==> config.mk <==
export PLATFORM = sky130hd
export DESIGN_NAME = python_integer_alu_unit
export DESIGN_NICKNAME = d
export VERILOG_FILES = /design/src/rtl/pyalu_pkg.sv /design/src/rtl/pyalu_mul.sv /design/src/rtl/python_integer_alu_unit.sv
export SDC_FILE = /design/constraint.sdc
export NUM_CORES = 2
export LEC_CHECK = 0
export ABC_AREA = 1
export BUFFER_PORTS_ARGS = -buffer_cell sky130_fd_sc_hd__buf_4
export CAP_MARGIN = 5
export CORE_MARGIN = 2
export CORE_UTILIZATION = 46
export DETAILED_ROUTE_END_ITERATION = 8
export PLACE_DENSITY_LB_ADDON = 0.25
export SLEW_MARGIN = 0
export SYNTH_ARGS = -nofsm -noshare
export SYNTH_HDL_FRONTEND = slang
export SYNTH_SLANG_ARGS = --single-unit
==> constraint.sdc <==
create_clock -name clk -period 9.9 [get_ports clk]
set_clock_uncertainty 0.1 [all_clocks]
set_input_delay 1.98 -clock clk [delete_from_list [all_inputs] [get_ports clk]]
set_output_delay 1.98 -clock clk [all_outputs]
set_load 0.02 [all_outputs]
==> src/rtl/pyalu_pkg.sv <==
// pyalu_pkg: types and constants shared by the python integer alu
// no dependencies
`default_nettype none
package pyalu_pkg;
	localparam int unsigned DataW = 32;
	localparam int unsigned KindW = 5;

	typedef enum logic [KindW-1:0] {
		K_ADD = 5'd0, K_SUB = 5'd1, K_MUL = 5'd2, K_FDIV = 5'd3, K_MOD = 5'd4,
		K_NEG = 5'd5, K_ABS = 5'd6, K_POW = 5'd7, K_CMP = 5'd8, K_AND = 5'd9,
		K_OR = 5'd10, K_XOR = 5'd11, K_NOT = 5'd12, K_SHL = 5'd13, K_SHR = 5'd14,
		K_BITLEN = 5'd15, K_POPCNT = 5'd16
	} kind_t;

	typedef enum logic [1:0] {
		ST_OK = 2'd0, ST_ZERODIV = 2'd1, ST_NEGEXP = 2'd2
	} status_t;

	typedef struct packed {
		logic [KindW-1:0]        kind;
		logic signed [DataW-1:0] operand_a;
		logic signed [DataW-1:0] operand_b;
	} alu_in_t;

	typedef struct packed {
		logic signed [DataW-1:0] value;
		logic [1:0]              status;
	} alu_out_t;
endpackage
`default_nettype wire

==> src/rtl/pyalu_mul.sv <==
// pyalu_mul: bit-serial shift-and-add multiplier, low 32 bits of the product
// depends on pyalu_pkg
`default_nettype none
module pyalu_mul import pyalu_pkg::*; (
	input  wire logic             clk,
	input  wire logic             arst_n,
	input  wire logic             go,
	input  wire logic [DataW-1:0] x,
	input  wire logic [DataW-1:0] y,
	output logic                  done,
	output logic [DataW-1:0]      prod
);
	logic [DataW-1:0] mc_q, mp_q, acc_q;
	logic [5:0]       cnt_q;
	logic             run_q;

	assign prod = acc_q;

	always_ff @(posedge clk or negedge arst_n) begin
		if (!arst_n) begin
			run_q <= 1'b0;
			done  <= 1'b0;
			cnt_q <= '0;
		end else begin
			done <= 1'b0;
			if (go) begin
				run_q <= 1'b1;
				cnt_q <= '0;
			end else if (run_q) begin
				cnt_q <= cnt_q + 6'd1;
				if (cnt_q == 6'(DataW - 1)) begin
					run_q <= 1'b0;
					done  <= 1'b1;
				end
			end
		end
	end

	// one multiplier bit a cycle, multiplicand shifts left
	always_ff @(posedge clk) begin
		if (go) begin
			mc_q  <= x;
			mp_q  <= y;
			acc_q <= '0;
		end else if (run_q) begin
			if (mp_q[0]) acc_q <= acc_q + mc_q;
			mc_q <= {mc_q[DataW-2:0], 1'b0};
			mp_q <= {1'b0, mp_q[DataW-1:1]};
		end
	end
endmodule
`default_nettype wire

==> src/rtl/python_integer_alu_unit.sv <==
// python_integer_alu_unit: 32-bit signed alu with python floor/mod semantics
// depends on pyalu_pkg and pyalu_mul
//
// channel   | ports                | handshake
// command   | start, busy, cmd     | taken when start && !busy
// result    | done, result         | done high one cycle, no back-pressure
//
// one-step ops and error cases pass S_EXEC then S_FIN before done rises;
// floordiv, mod, bitlen and popcount take one bit per cycle in S_DIV or S_SCAN,
// and mul waits in S_MUL for the serial multiplier. pow does one multiply per
// set exponent bit and one square per bit below the top set bit, each a serial
// multiply; the shared serial multiplier sets the pace of mul and pow.
// reset clears the sequencer; busy is low after reset; the receiver cannot stall.
`default_nettype none
module python_integer_alu_unit import pyalu_pkg::*; (
	input  wire logic     clk,
	input  wire logic     arst_n,
	input  wire logic     start,
	input  wire alu_in_t  cmd,
	output logic          busy,
	output logic          done,
	output alu_out_t      result
);
	typedef enum logic [2:0] {
		S_IDLE, S_EXEC, S_MUL, S_DIV, S_SCAN, S_PSQ, S_PMUL, S_FIN
	} state_t;

	state_t           state_q;
	logic [4:0]       kind_q;
	logic [DataW-1:0] a_q, b_q;
	logic [DataW-1:0] rem_q, quo_q, dvs_q, mag_q, acc_q, base_q, exp_q;
	logic [5:0]       cnt_q;
	logic             mgo_q;
	logic             mdone;
	logic [DataW-1:0] mprod, mx, my;
	logic [DataW:0]   trial;
	logic [DataW-1:0] rem_sh, q_fix, r_fix;
	logic             sa, sb;

	pyalu_mul u_mul (
		.clk(clk), .arst_n(arst_n), .go(mgo_q), .x(mx), .y(my),
		.done(mdone), .prod(mprod)
	);

	// pow: cnt_q[0] low = multiply acc by base, high = square base
	assign mx = (kind_q == K_POW) ? (cnt_q[0] ? base_q : acc_q) : a_q;
	assign my = (kind_q == K_POW) ? base_q : b_q;
	assign busy = (state_q != S_IDLE);

	assign sa     = a_q[DataW-1];
	assign sb     = b_q[DataW-1];
	assign rem_sh = {rem_q[DataW-2:0], mag_q[DataW-1]};
	assign trial  = {1'b0, rem_sh} - {1'b0, dvs_q};

	// sign fix-up of the magnitude quotient and remainder toward floor
	always_comb begin
		logic [DataW-1:0] q0, r0;
		q0 = (sa ^ sb) ? (DataW'(0) - quo_q) : quo_q;
		r0 = sa ? (DataW'(0) - rem_q) : rem_q;
		q_fix = q0;
		r_fix = r0;
		if (rem_q != '0 && (sa != sb)) begin
			q_fix = q0 - DataW'(1);
			r_fix = r0 + b_q;
		end
	end

	always_ff @(posedge clk or negedge arst_n) begin
		if (!arst_n) begin
			state_q <= S_IDLE;
			done    <= 1'b0;
			mgo_q   <= 1'b0;
			cnt_q   <= '0;
		end else begin
			done  <= 1'b0;
			mgo_q <= 1'b0;
			case (state_q)
				S_IDLE: if (start) state_q <= S_EXEC;
				S_EXEC: begin
					cnt_q <= '0;
					case (kind_q)
						K_MUL: begin mgo_q <= 1'b1; state_q <= S_MUL; end
						K_FDIV, K_MOD: state_q <= (b_q == '0) ? S_FIN : S_DIV;
						K_POW: state_q <= sb ? S_FIN : S_PSQ;
						K_BITLEN, K_POPCNT: state_q <= S_SCAN;
						default: state_q <= S_FIN;
					endcase
				end
				S_MUL: if (mdone) state_q <= S_FIN;
				S_DIV, S_SCAN: begin
					cnt_q <= cnt_q + 6'd1;
					if (cnt_q == 6'(DataW - 1)) state_q <= S_FIN;
				end
				S_PSQ: begin
					// per exponent bit: acc*base when the bit is set, then base*base while higher bits remain
					if (exp_q == '0) state_q <= S_FIN;
					else if (!cnt_q[0]) begin
						if (exp_q[0]) begin
							mgo_q   <= 1'b1;
							state_q <= S_PMUL;
						end else begin
							cnt_q <= cnt_q ^ 6'd1;
						end
					end else if (exp_q[DataW-1:1] == '0) state_q <= S_FIN;
					else begin mgo_q <= 1'b1; state_q <= S_PMUL; end
				end
				S_PMUL: if (mdone) begin
					cnt_q   <= cnt_q ^ 6'd1;
					state_q <= S_PSQ;
				end
				S_FIN: begin done <= 1'b1; state_q <= S_IDLE; end
				default: state_q <= S_IDLE;
			endcase
		end
	end

	always_ff @(posedge clk) begin
		case (state_q)
			S_IDLE: if (start) begin
				kind_q <= cmd.kind;
				a_q    <= cmd.operand_a;
				b_q    <= cmd.operand_b;
			end
			S_EXEC: begin
				mag_q  <= sa ? (DataW'(0) - a_q) : a_q;
				dvs_q  <= sb ? (DataW'(0) - b_q) : b_q;
				rem_q  <= '0;
				quo_q  <= '0;
				acc_q  <= (kind_q == K_POW) ? DataW'(1) : '0;
				base_q <= a_q;
				exp_q  <= b_q;
			end
			S_DIV: begin
				mag_q <= {mag_q[DataW-2:0], 1'b0};
				if (!trial[DataW]) begin
					rem_q <= trial[DataW-1:0];
					quo_q <= {quo_q[DataW-2:0], 1'b1};
				end else begin
					rem_q <= rem_sh;
					quo_q <= {quo_q[DataW-2:0], 1'b0};
				end
			end
			S_SCAN: begin
				mag_q <= {1'b0, mag_q[DataW-1:1]};
				if (mag_q[0]) begin
					acc_q <= acc_q + DataW'(1);
					quo_q <= DataW'(cnt_q) + DataW'(1);
				end
			end
			S_PMUL: if (mdone) begin
				if (cnt_q[0]) begin
					base_q <= mprod;
					exp_q  <= {1'b0, exp_q[DataW-1:1]};
				end else begin
					acc_q <= mprod;
				end
			end
			default: ;
		endcase
	end

	logic [DataW-1:0] res_v;
	logic [1:0]       res_s;
	always_comb begin
		res_v = '0;
		res_s = ST_OK;
		case (kind_q)
			K_ADD:    res_v = a_q + b_q;
			K_SUB:    res_v = a_q - b_q;
			K_MUL:    res_v = mprod;
			K_FDIV:   if (b_q == '0) res_s = ST_ZERODIV; else res_v = q_fix;
			K_MOD:    if (b_q == '0) res_s = ST_ZERODIV; else res_v = r_fix;
			K_NEG:    res_v = DataW'(0) - a_q;
			K_ABS:    res_v = sa ? (DataW'(0) - a_q) : a_q;
			K_POW:    if (sb) res_s = (a_q == '0) ? ST_ZERODIV : ST_NEGEXP;
			          else res_v = acc_q;
			K_CMP:    res_v = ($signed(a_q) < $signed(b_q)) ? '1 :
			                  (($signed(a_q) > $signed(b_q)) ? DataW'(1) : '0);
			K_AND:    res_v = a_q & b_q;
			K_OR:     res_v = a_q | b_q;
			K_XOR:    res_v = a_q ^ b_q;
			K_NOT:    res_v = ~a_q;
			K_SHL:    if (b_q[DataW-1:5] == '0) res_v = a_q << b_q[4:0];
			K_SHR:    if (b_q[DataW-1:5] == '0) res_v = $signed(a_q) >>> b_q[4:0];
			K_BITLEN: res_v = quo_q;
			K_POPCNT: res_v = acc_q;
			default:  ;
		endcase
	end

	always_ff @(posedge clk) begin
		if (state_q == S_FIN) begin
			result.value  <= res_v;
			result.status <= res_s;
		end
	end

	assert property (@(posedge clk) disable iff (!arst_n) done |-> !busy)
		else $error("done while busy");
	assert property (@(posedge clk) disable iff (!arst_n) (start && !busy) |=> busy)
		else $error("command not taken");
	assert property (@(posedge clk) disable iff (!arst_n) done |=> !done)
		else $error("result held more than one cycle");
endmodule
`default_nettype wire

Yosys cells after proc, flatten, opt, wreduce, memory -nomap -nowiden --
Cells that the tools add are included.
Word-level totals: bits in registers 442, word-level logic and storage cells 187
Operators by class: reduce and logical (&&, ||, !) cells 28, add/sub/neg operators 14, equal/unequal tests 35, shift operators 2, bitwise logic cells 8, muxes and demuxes 74, order comparisons 2
Operator list (count):
- 32-bit 2-to-1 mux | 27
- 32-bit one-hot mux with 17 select lines | 1
- 32-bit one-hot mux with 3 select lines | 3
- 32-bit one-hot mux with 2 select lines | 3
- 1-bit by 32-bit subtractor with 32-bit output, first input constant | 4
- 32-bit adder | 3
- 32-bit zero test | 3
- 5-bit by 4-bit equality test with 1-bit output, second input constant | 8
- 32-bit by 32-bit subtractor with 33-bit output | 1
- 32-bit by 1-bit adder with 32-bit output, second input constant | 1
- 32-bit AND | 1
- 32-bit > comparator | 1
- 32-bit < comparator | 1
- 32-bit NOT | 1
- 32-bit OR | 1
- 32-bit nonzero test | 1
- 32-bit by 5-bit << shifter with 32-bit output | 1
- 32-bit by 5-bit >>> shifter with 32-bit output | 1
- 32-bit by 1-bit subtractor with 32-bit output, second input constant | 1
- 32-bit subtractor | 1
- 32-bit bitwise XOR | 1
- 31-bit zero test | 1
- 31-bit 2-to-1 mux | 1
- 27-bit zero test | 1
- other kinds (36) | 95

Longest topological paths before layout --
depth in word-level cells 6, depth in mapped cells 26, depth with buffers taken out 26

Cells and area by module --
From an unflattened synthesis, not the netlist that was laid out.
Second synthesis, totals: cell total of the unflattened synthesis 5864, area, all modules 40097.2 sq um
Modules (own cells, without submodules):
- python_integer_alu_unit | area each 33363.2 sq um, cells an instance 4885, times used 1, sequential area each 10094.7 sq um
- pyalu_mul | area each 6734.0 sq um, cells an instance 979, times used 1, sequential area each 2762.6 sq um

Worst setup path after synthesis --
Ideal clock, no wire load.
path kind register to register, from reg state_q[1], to reg base_q[0] (enable), required time 9.293 ns, data arrival time 5.602 ns, path slack 3.690 ns, clock period less this slack 6.210 ns, stages on the path, launching flop included 6, setup time 0.507 ns, path through dfrtp_1 -> inv_1 -> nand2_1 -> nor2_1 -> inv_1 -> a21oi_1
Between the ends: cells in the longest elaborated chain, start to end 3
RTL lines:
- start: declaration | RTL line python_integer_alu_unit.sv:28 | state_t state_q;
- start signal: assignment | RTL line python_integer_alu_unit.sv:83 | K_FDIV, K_MOD: state_q <= (b_q == '0) ? S_FIN : S_DIV;
- start signal: assignment | RTL line python_integer_alu_unit.sv:84 | K_POW: state_q <= sb ? S_FIN : S_PSQ;
- 3-bit equality test or 3-bit by 1-bit equality test with 1-bit output (tied branches) | RTL line python_integer_alu_unit.sv:118 | case (state_q)
- 2-bit inequality test (no source line), or another cell as far along
- 3-bit AND reduction (no source line) (*)
- end signal: assignment | RTL line python_integer_alu_unit.sv:130 | base_q <= a_q;
- end signal: assignment | RTL line python_integer_alu_unit.sv:152 | base_q <= mprod;
- end: declaration | RTL line python_integer_alu_unit.sv:31 | logic [DataW-1:0] rem_q, quo_q, dvs_q, mag_q, acc_q, base_q, exp_q;
Every way passes the cells marked *; elsewhere a longest branch is shown, timed or not. A chain may end at the register's enable or synchronous reset.

Worst setup path in the final report --
from reg b_q[31], to reg result[9] in the netlist's numbering (data pin)
Between the ends: cells in the longest elaborated chain, start to end 6
RTL lines:
- start: declaration | RTL line python_integer_alu_unit.sv:30 | logic [DataW-1:0] a_q, b_q;
- start signal: assignment | RTL line python_integer_alu_unit.sv:122 | b_q <= cmd.operand_b;
- 1-bit bitwise XOR | RTL line python_integer_alu_unit.sv:58 | q0 = (sa ^ sb) ? (DataW'(0) - quo_q) : quo_q;
- 32-bit 2-to-1 mux | RTL line python_integer_alu_unit.sv:58
- 32-bit by 1-bit subtractor with 32-bit output | RTL line python_integer_alu_unit.sv:63 | q_fix = q0 - DataW'(1);
- 32-bit 2-to-1 mux | RTL line python_integer_alu_unit.sv:62 | if (rem_q != '0 && (sa != sb)) begin
- 32-bit 2-to-1 mux | RTL line python_integer_alu_unit.sv:171 | K_FDIV: if (b_q == '0) res_s = ST_ZERODIV; else res_v = q_fix;
- 32-bit one-hot mux with 17 select lines (*) | RTL line python_integer_alu_unit.sv:167 | case (kind_q)
- named net res_v[7] | RTL line python_integer_alu_unit.sv:162 | logic [DataW-1:0] res_v;
- end: declaration | RTL line python_integer_alu_unit.sv:22 | output alu_out_t result
Mark *: on every way through the listed nets, which the timed path passes. The rest lies on a longest branch.

==> flow_summary_export.csv <==
group,metric,value,unit
outcome,outcome,"finished, final reports clean",
setup_path,ff2ff_path_depth,17,
setup_path,start_kind,"register",
synth,synth-seq-cells,442,
floorplan,die-area,0.0872,mm2
power_and_ir_drop,powerDensity,98.1,mW/mm2
setup_path,reg2reg_from,"b_q[31]",
floorplan,die_w,295,um
global_routing,first_global_vias,38700,
hold_path,hold_depth,1,
detailed_routing,drtIter0Drc,6919,
layout,seqCellArea,0.0129,mm2
detailed_routing,wl_per_cell,28.1,um
placement,pre_cts_slack,5140,ps
sta,timing.hold.ws,373,ps
global_routing,grt_first_pass_wirelength,271000,um
sta,min_period_over_period,0.512,
clocking,htree_levels,2,
placement,dp_hpwl,150000,um
synth,netlist_instances,5651,
hold_path,min_to,"u_mul.cnt_q[5]",
flow_run,max_cap_violations,0,
setup_path,end_kind,"register",
hold_path,worstHoldStart,"u_mul.cnt_q[5]",
sta,rsz0062_at_grt,"false",
floorplan,std_cell_rows,106,
global_routing,grt_usage,0.431,
floorplan,die_h,295,um
sta,hold_viol,0,
placement,port_buffers,107,
layout,area_growth,10.2,%
detailed_routing,dr.pass1.iters,8,
sta,slew_headroom,0.0721,
clocking,ctsHoldBuffers,0,
clocking,clock_latency,670,ps
setup_path,crit_slowest_cell,"o21ai_0",
clocking,clockBufferDepth,3,
synth,synth_edf_count,391,
setup_path,crit_top_cell,"nand2_1",
clocking,clk_pin_slew,60,ps
synth,ys_seq_area_frac,0.329,
clocking,cts_buffers,56,
setup_path,cp_top_family,"buffers and inverters",
sta,min_period,5060,ps
detailed_routing,wl,192000,um
setup_path,cp.arrival,5450,ps
floorplan,coreArea,0.0838,mm2
sta,tns,0,ps
global_routing,antenna_found_initial,7,
clocking,cts_setup_buffers,0,
setup_path,critPathKind,"reg2reg",
hold_path,hold_class,"reg2reg",
placement,dpl.cell_count,6744,
detailed_routing,vias_per_cell,6.31,
clocking,clock-sinks,442,
layout,multiInputGateArea,0.0228,mm2
layout,drive_gt1_frac,0.0707,
sta,maxSlewViolCount,0,
layout,nNetsFinal,5951,
power_and_ir_drop,p_leak,18.8,nW
setup_path,required,10290,ps
synth,ys_types,70,
clocking,clock-root-buffer,"clkbuf_16",
synth,syn_nets,5934,
clocking,cts_tree,"built",
synth,syn_area,0.0390,mm2
setup_path,r2r_end,"result[9]",
sta,setup_ws,4840,ps
setup_path,r2r_setup_slack,4840,ps
placement,place.gp.congestion,1.11,
power_and_ir_drop,vdd.ir_drop.worst,0.140,mV
detailed_routing,drc,0,
layout,n_fill_cell,8488,
setup_path,crit_fanout,52,
sta,setup_viol,0,
setup_path,cp.buffers_inverters,6,
global_routing,overflow,0,
global_routing,grt_start_max_net_pins,66,
floorplan,top_level_ports,108,
synth,avgSynthCellArea,6.91,um2
floorplan,start_util,0.466,
detailed_routing,postRouteAntennaNets,0,
clocking,cts_resized,0,
setup_path,slowest_delay,620,ps
sta,worstMarginPinSlew,1380,ps
setup_path,crit_chain,"buf_4 > clkinv_1 > buf_4 > ha_1 > buf_4 > o21ai_0 > nand3_1 > nand2_1 > inv_1 > nand2_1 > nor2_2 > nand2_1 > inv_2 > o21ai_0 > o21ai_0 > nand2_1 > nand4_1",
synth,synthFlopType,"edfxtp_1",
synth,synth_async_sr_flop_share,0.0430,
detailed_routing,vias,43200,
sta,fmax,0.197,GHz
layout,instances_no_fill,6853,
power_and_ir_drop,finalPower,0.00422,W
synth,yosysWarnings,0,
==> worst register-to-register path: stages (launching register included) <==
cell and delay, ps:
edfxtp_1 330, buf_4 410, clkinv_1 500, buf_4 400
ha_1 350, buf_4 500, o21ai_0 260, nand3_1 130
nand2_1 130, inv_1 120, nand2_1 70, nor2_2 120
nand2_1 120, inv_2 130, o21ai_0 90, o21ai_0 620
nand2_1 310, nand4_1 190
==> cell families after synthesis <==
group	count (synthesis)	synth area share
mux	11	0.00282
simple gates	2480	0.268
xor+xnor	135	0.0303
fa+ha+maj	211	0.0686
compound gates	1464	0.212
flops	442	0.329
buf+inv	908	0.0893
==> worst max path at each step <==
stage	depth (start not counted)	slack [ps]	from	endpoint
after floorplan	5	3690	state_q[1]	base_q[0]
after global placement	14	5080	b_q[0]	result[17]
after detailed placement	18	5140	b_q[31]	result[13]
after CTS	18	5100	b_q[31]	result[13]
after global routing	23	4740	b_q[31]	result[29]
final	17	4840	b_q[31]	result[9]
==> metal layers <==
metal / GRT usage / part of all wire / up-vias
met3: 0.109 / 0.13 / 625
met2: 0.616 / 0.40 / 2964
met1: 0.581 / 0.39 / 20300
met4: 0.265 / 0.076 / 2
met5: 0 / 0.000068 / -
li1: - / - / 19400
==> where the power goes <==
part,internal (W),switching [W]
registers,0.00200,0
logic,0.0000175,0.00000687
clock network,0.00126,0.000929
total,0.00328,0.000936
==> synth_stat cells (all sizes together) (12+ instances only) <==
cell     instances  area share
ha             206       0.066
a31oi           37      0.0059
nor2           631       0.064
xor2           101       0.023
dfxtp           32       0.016
xnor2           34      0.0076
o21ai          687       0.088
a21oi          417       0.054
o21bai          19      0.0037
o31ai           13      0.0025
a211oi          20      0.0041
o2111ai         17      0.0038
nor3            87       0.012
nand2         1285        0.12
o21a            20      0.0038
clkbuf         182       0.018
or2             12      0.0019
buf             67      0.0084
dfrtp           19       0.012
o221ai          42      0.0094
a21o            21      0.0040
nand3          331       0.043
a221oi          19      0.0043
inv            646       0.062
edfxtp         391        0.30
o211ai          63       0.012
clkinv          13      0.0012
nand4           87       0.014
nor4            31      0.0057
o22ai           56      0.0090
==> area by class of cell <==
type | count | share of cell area
inverters | 659 | 0.0575
flip-flops and latches | 442 | 0.299
repair buffers | 208 | 0.0363
clock buffers | 63 | 0.0334
multi-input cells | 4301 | 0.530
diodes | 5 | 0.000291
clock inverters | 41 | 0.0109
well taps | 1134 | 0.0330
==> sequential cells by signal, summed over array words and instances (netlist names), 32 cells and up <==
signal      count
result         34
u_mul.mp_q     32
quo_q          32
u_mul.mc_q     32
a_q            32
u_mul.prod     32
rem_q          32
dvs_q          32
base_q         32
b_q            32
exp_q          32
acc_q          32
mag_q          32
==> stage by stage <==
stage	util	cell area, um2
2_1_floorplan	-	39000
3_3_place_gp	0.490	41100
4_1_cts	0.513	43000
3_5_place_dp	0.490	41100
6_report	0.513	43000
5_1_grt	0.513	43000
==> placed cells by master, fill, tap and decap left out, types with 25 or more instances in the layout <==
| cell | Yosys | final |
|---|---|---|
| nand2_1 | 1270 | 1268 |
| o21ai_0 | 662 | 662 |
| inv_1 | 631 | 628 |
| nor2_1 | 602 | 592 |
| a21oi_1 | 416 | 414 |
| edfxtp_1 | 391 | 391 |
| nand3_1 | 325 | 325 |
| buf_4 | 5 | 208 |
| ha_1 | 206 | 206 |
| xor2_1 | 101 | 101 |
| nand4_1 | 86 | 86 |
| nor3_1 | 84 | 83 |
| o211ai_1 | 63 | 63 |
| o22ai_1 | 56 | 56 |
| clkbuf_16 | 0 | 56 |
| o221ai_1 | 42 | 42 |
| a31oi_1 | 37 | 37 |
| xnor2_1 | 34 | 34 |
| dfxtp_1 | 32 | 32 |
| nor4_1 | 28 | 28 |
| nor2_2 | 21 | 25 |
No activity file was read; power rests on OpenSTA's default activity.
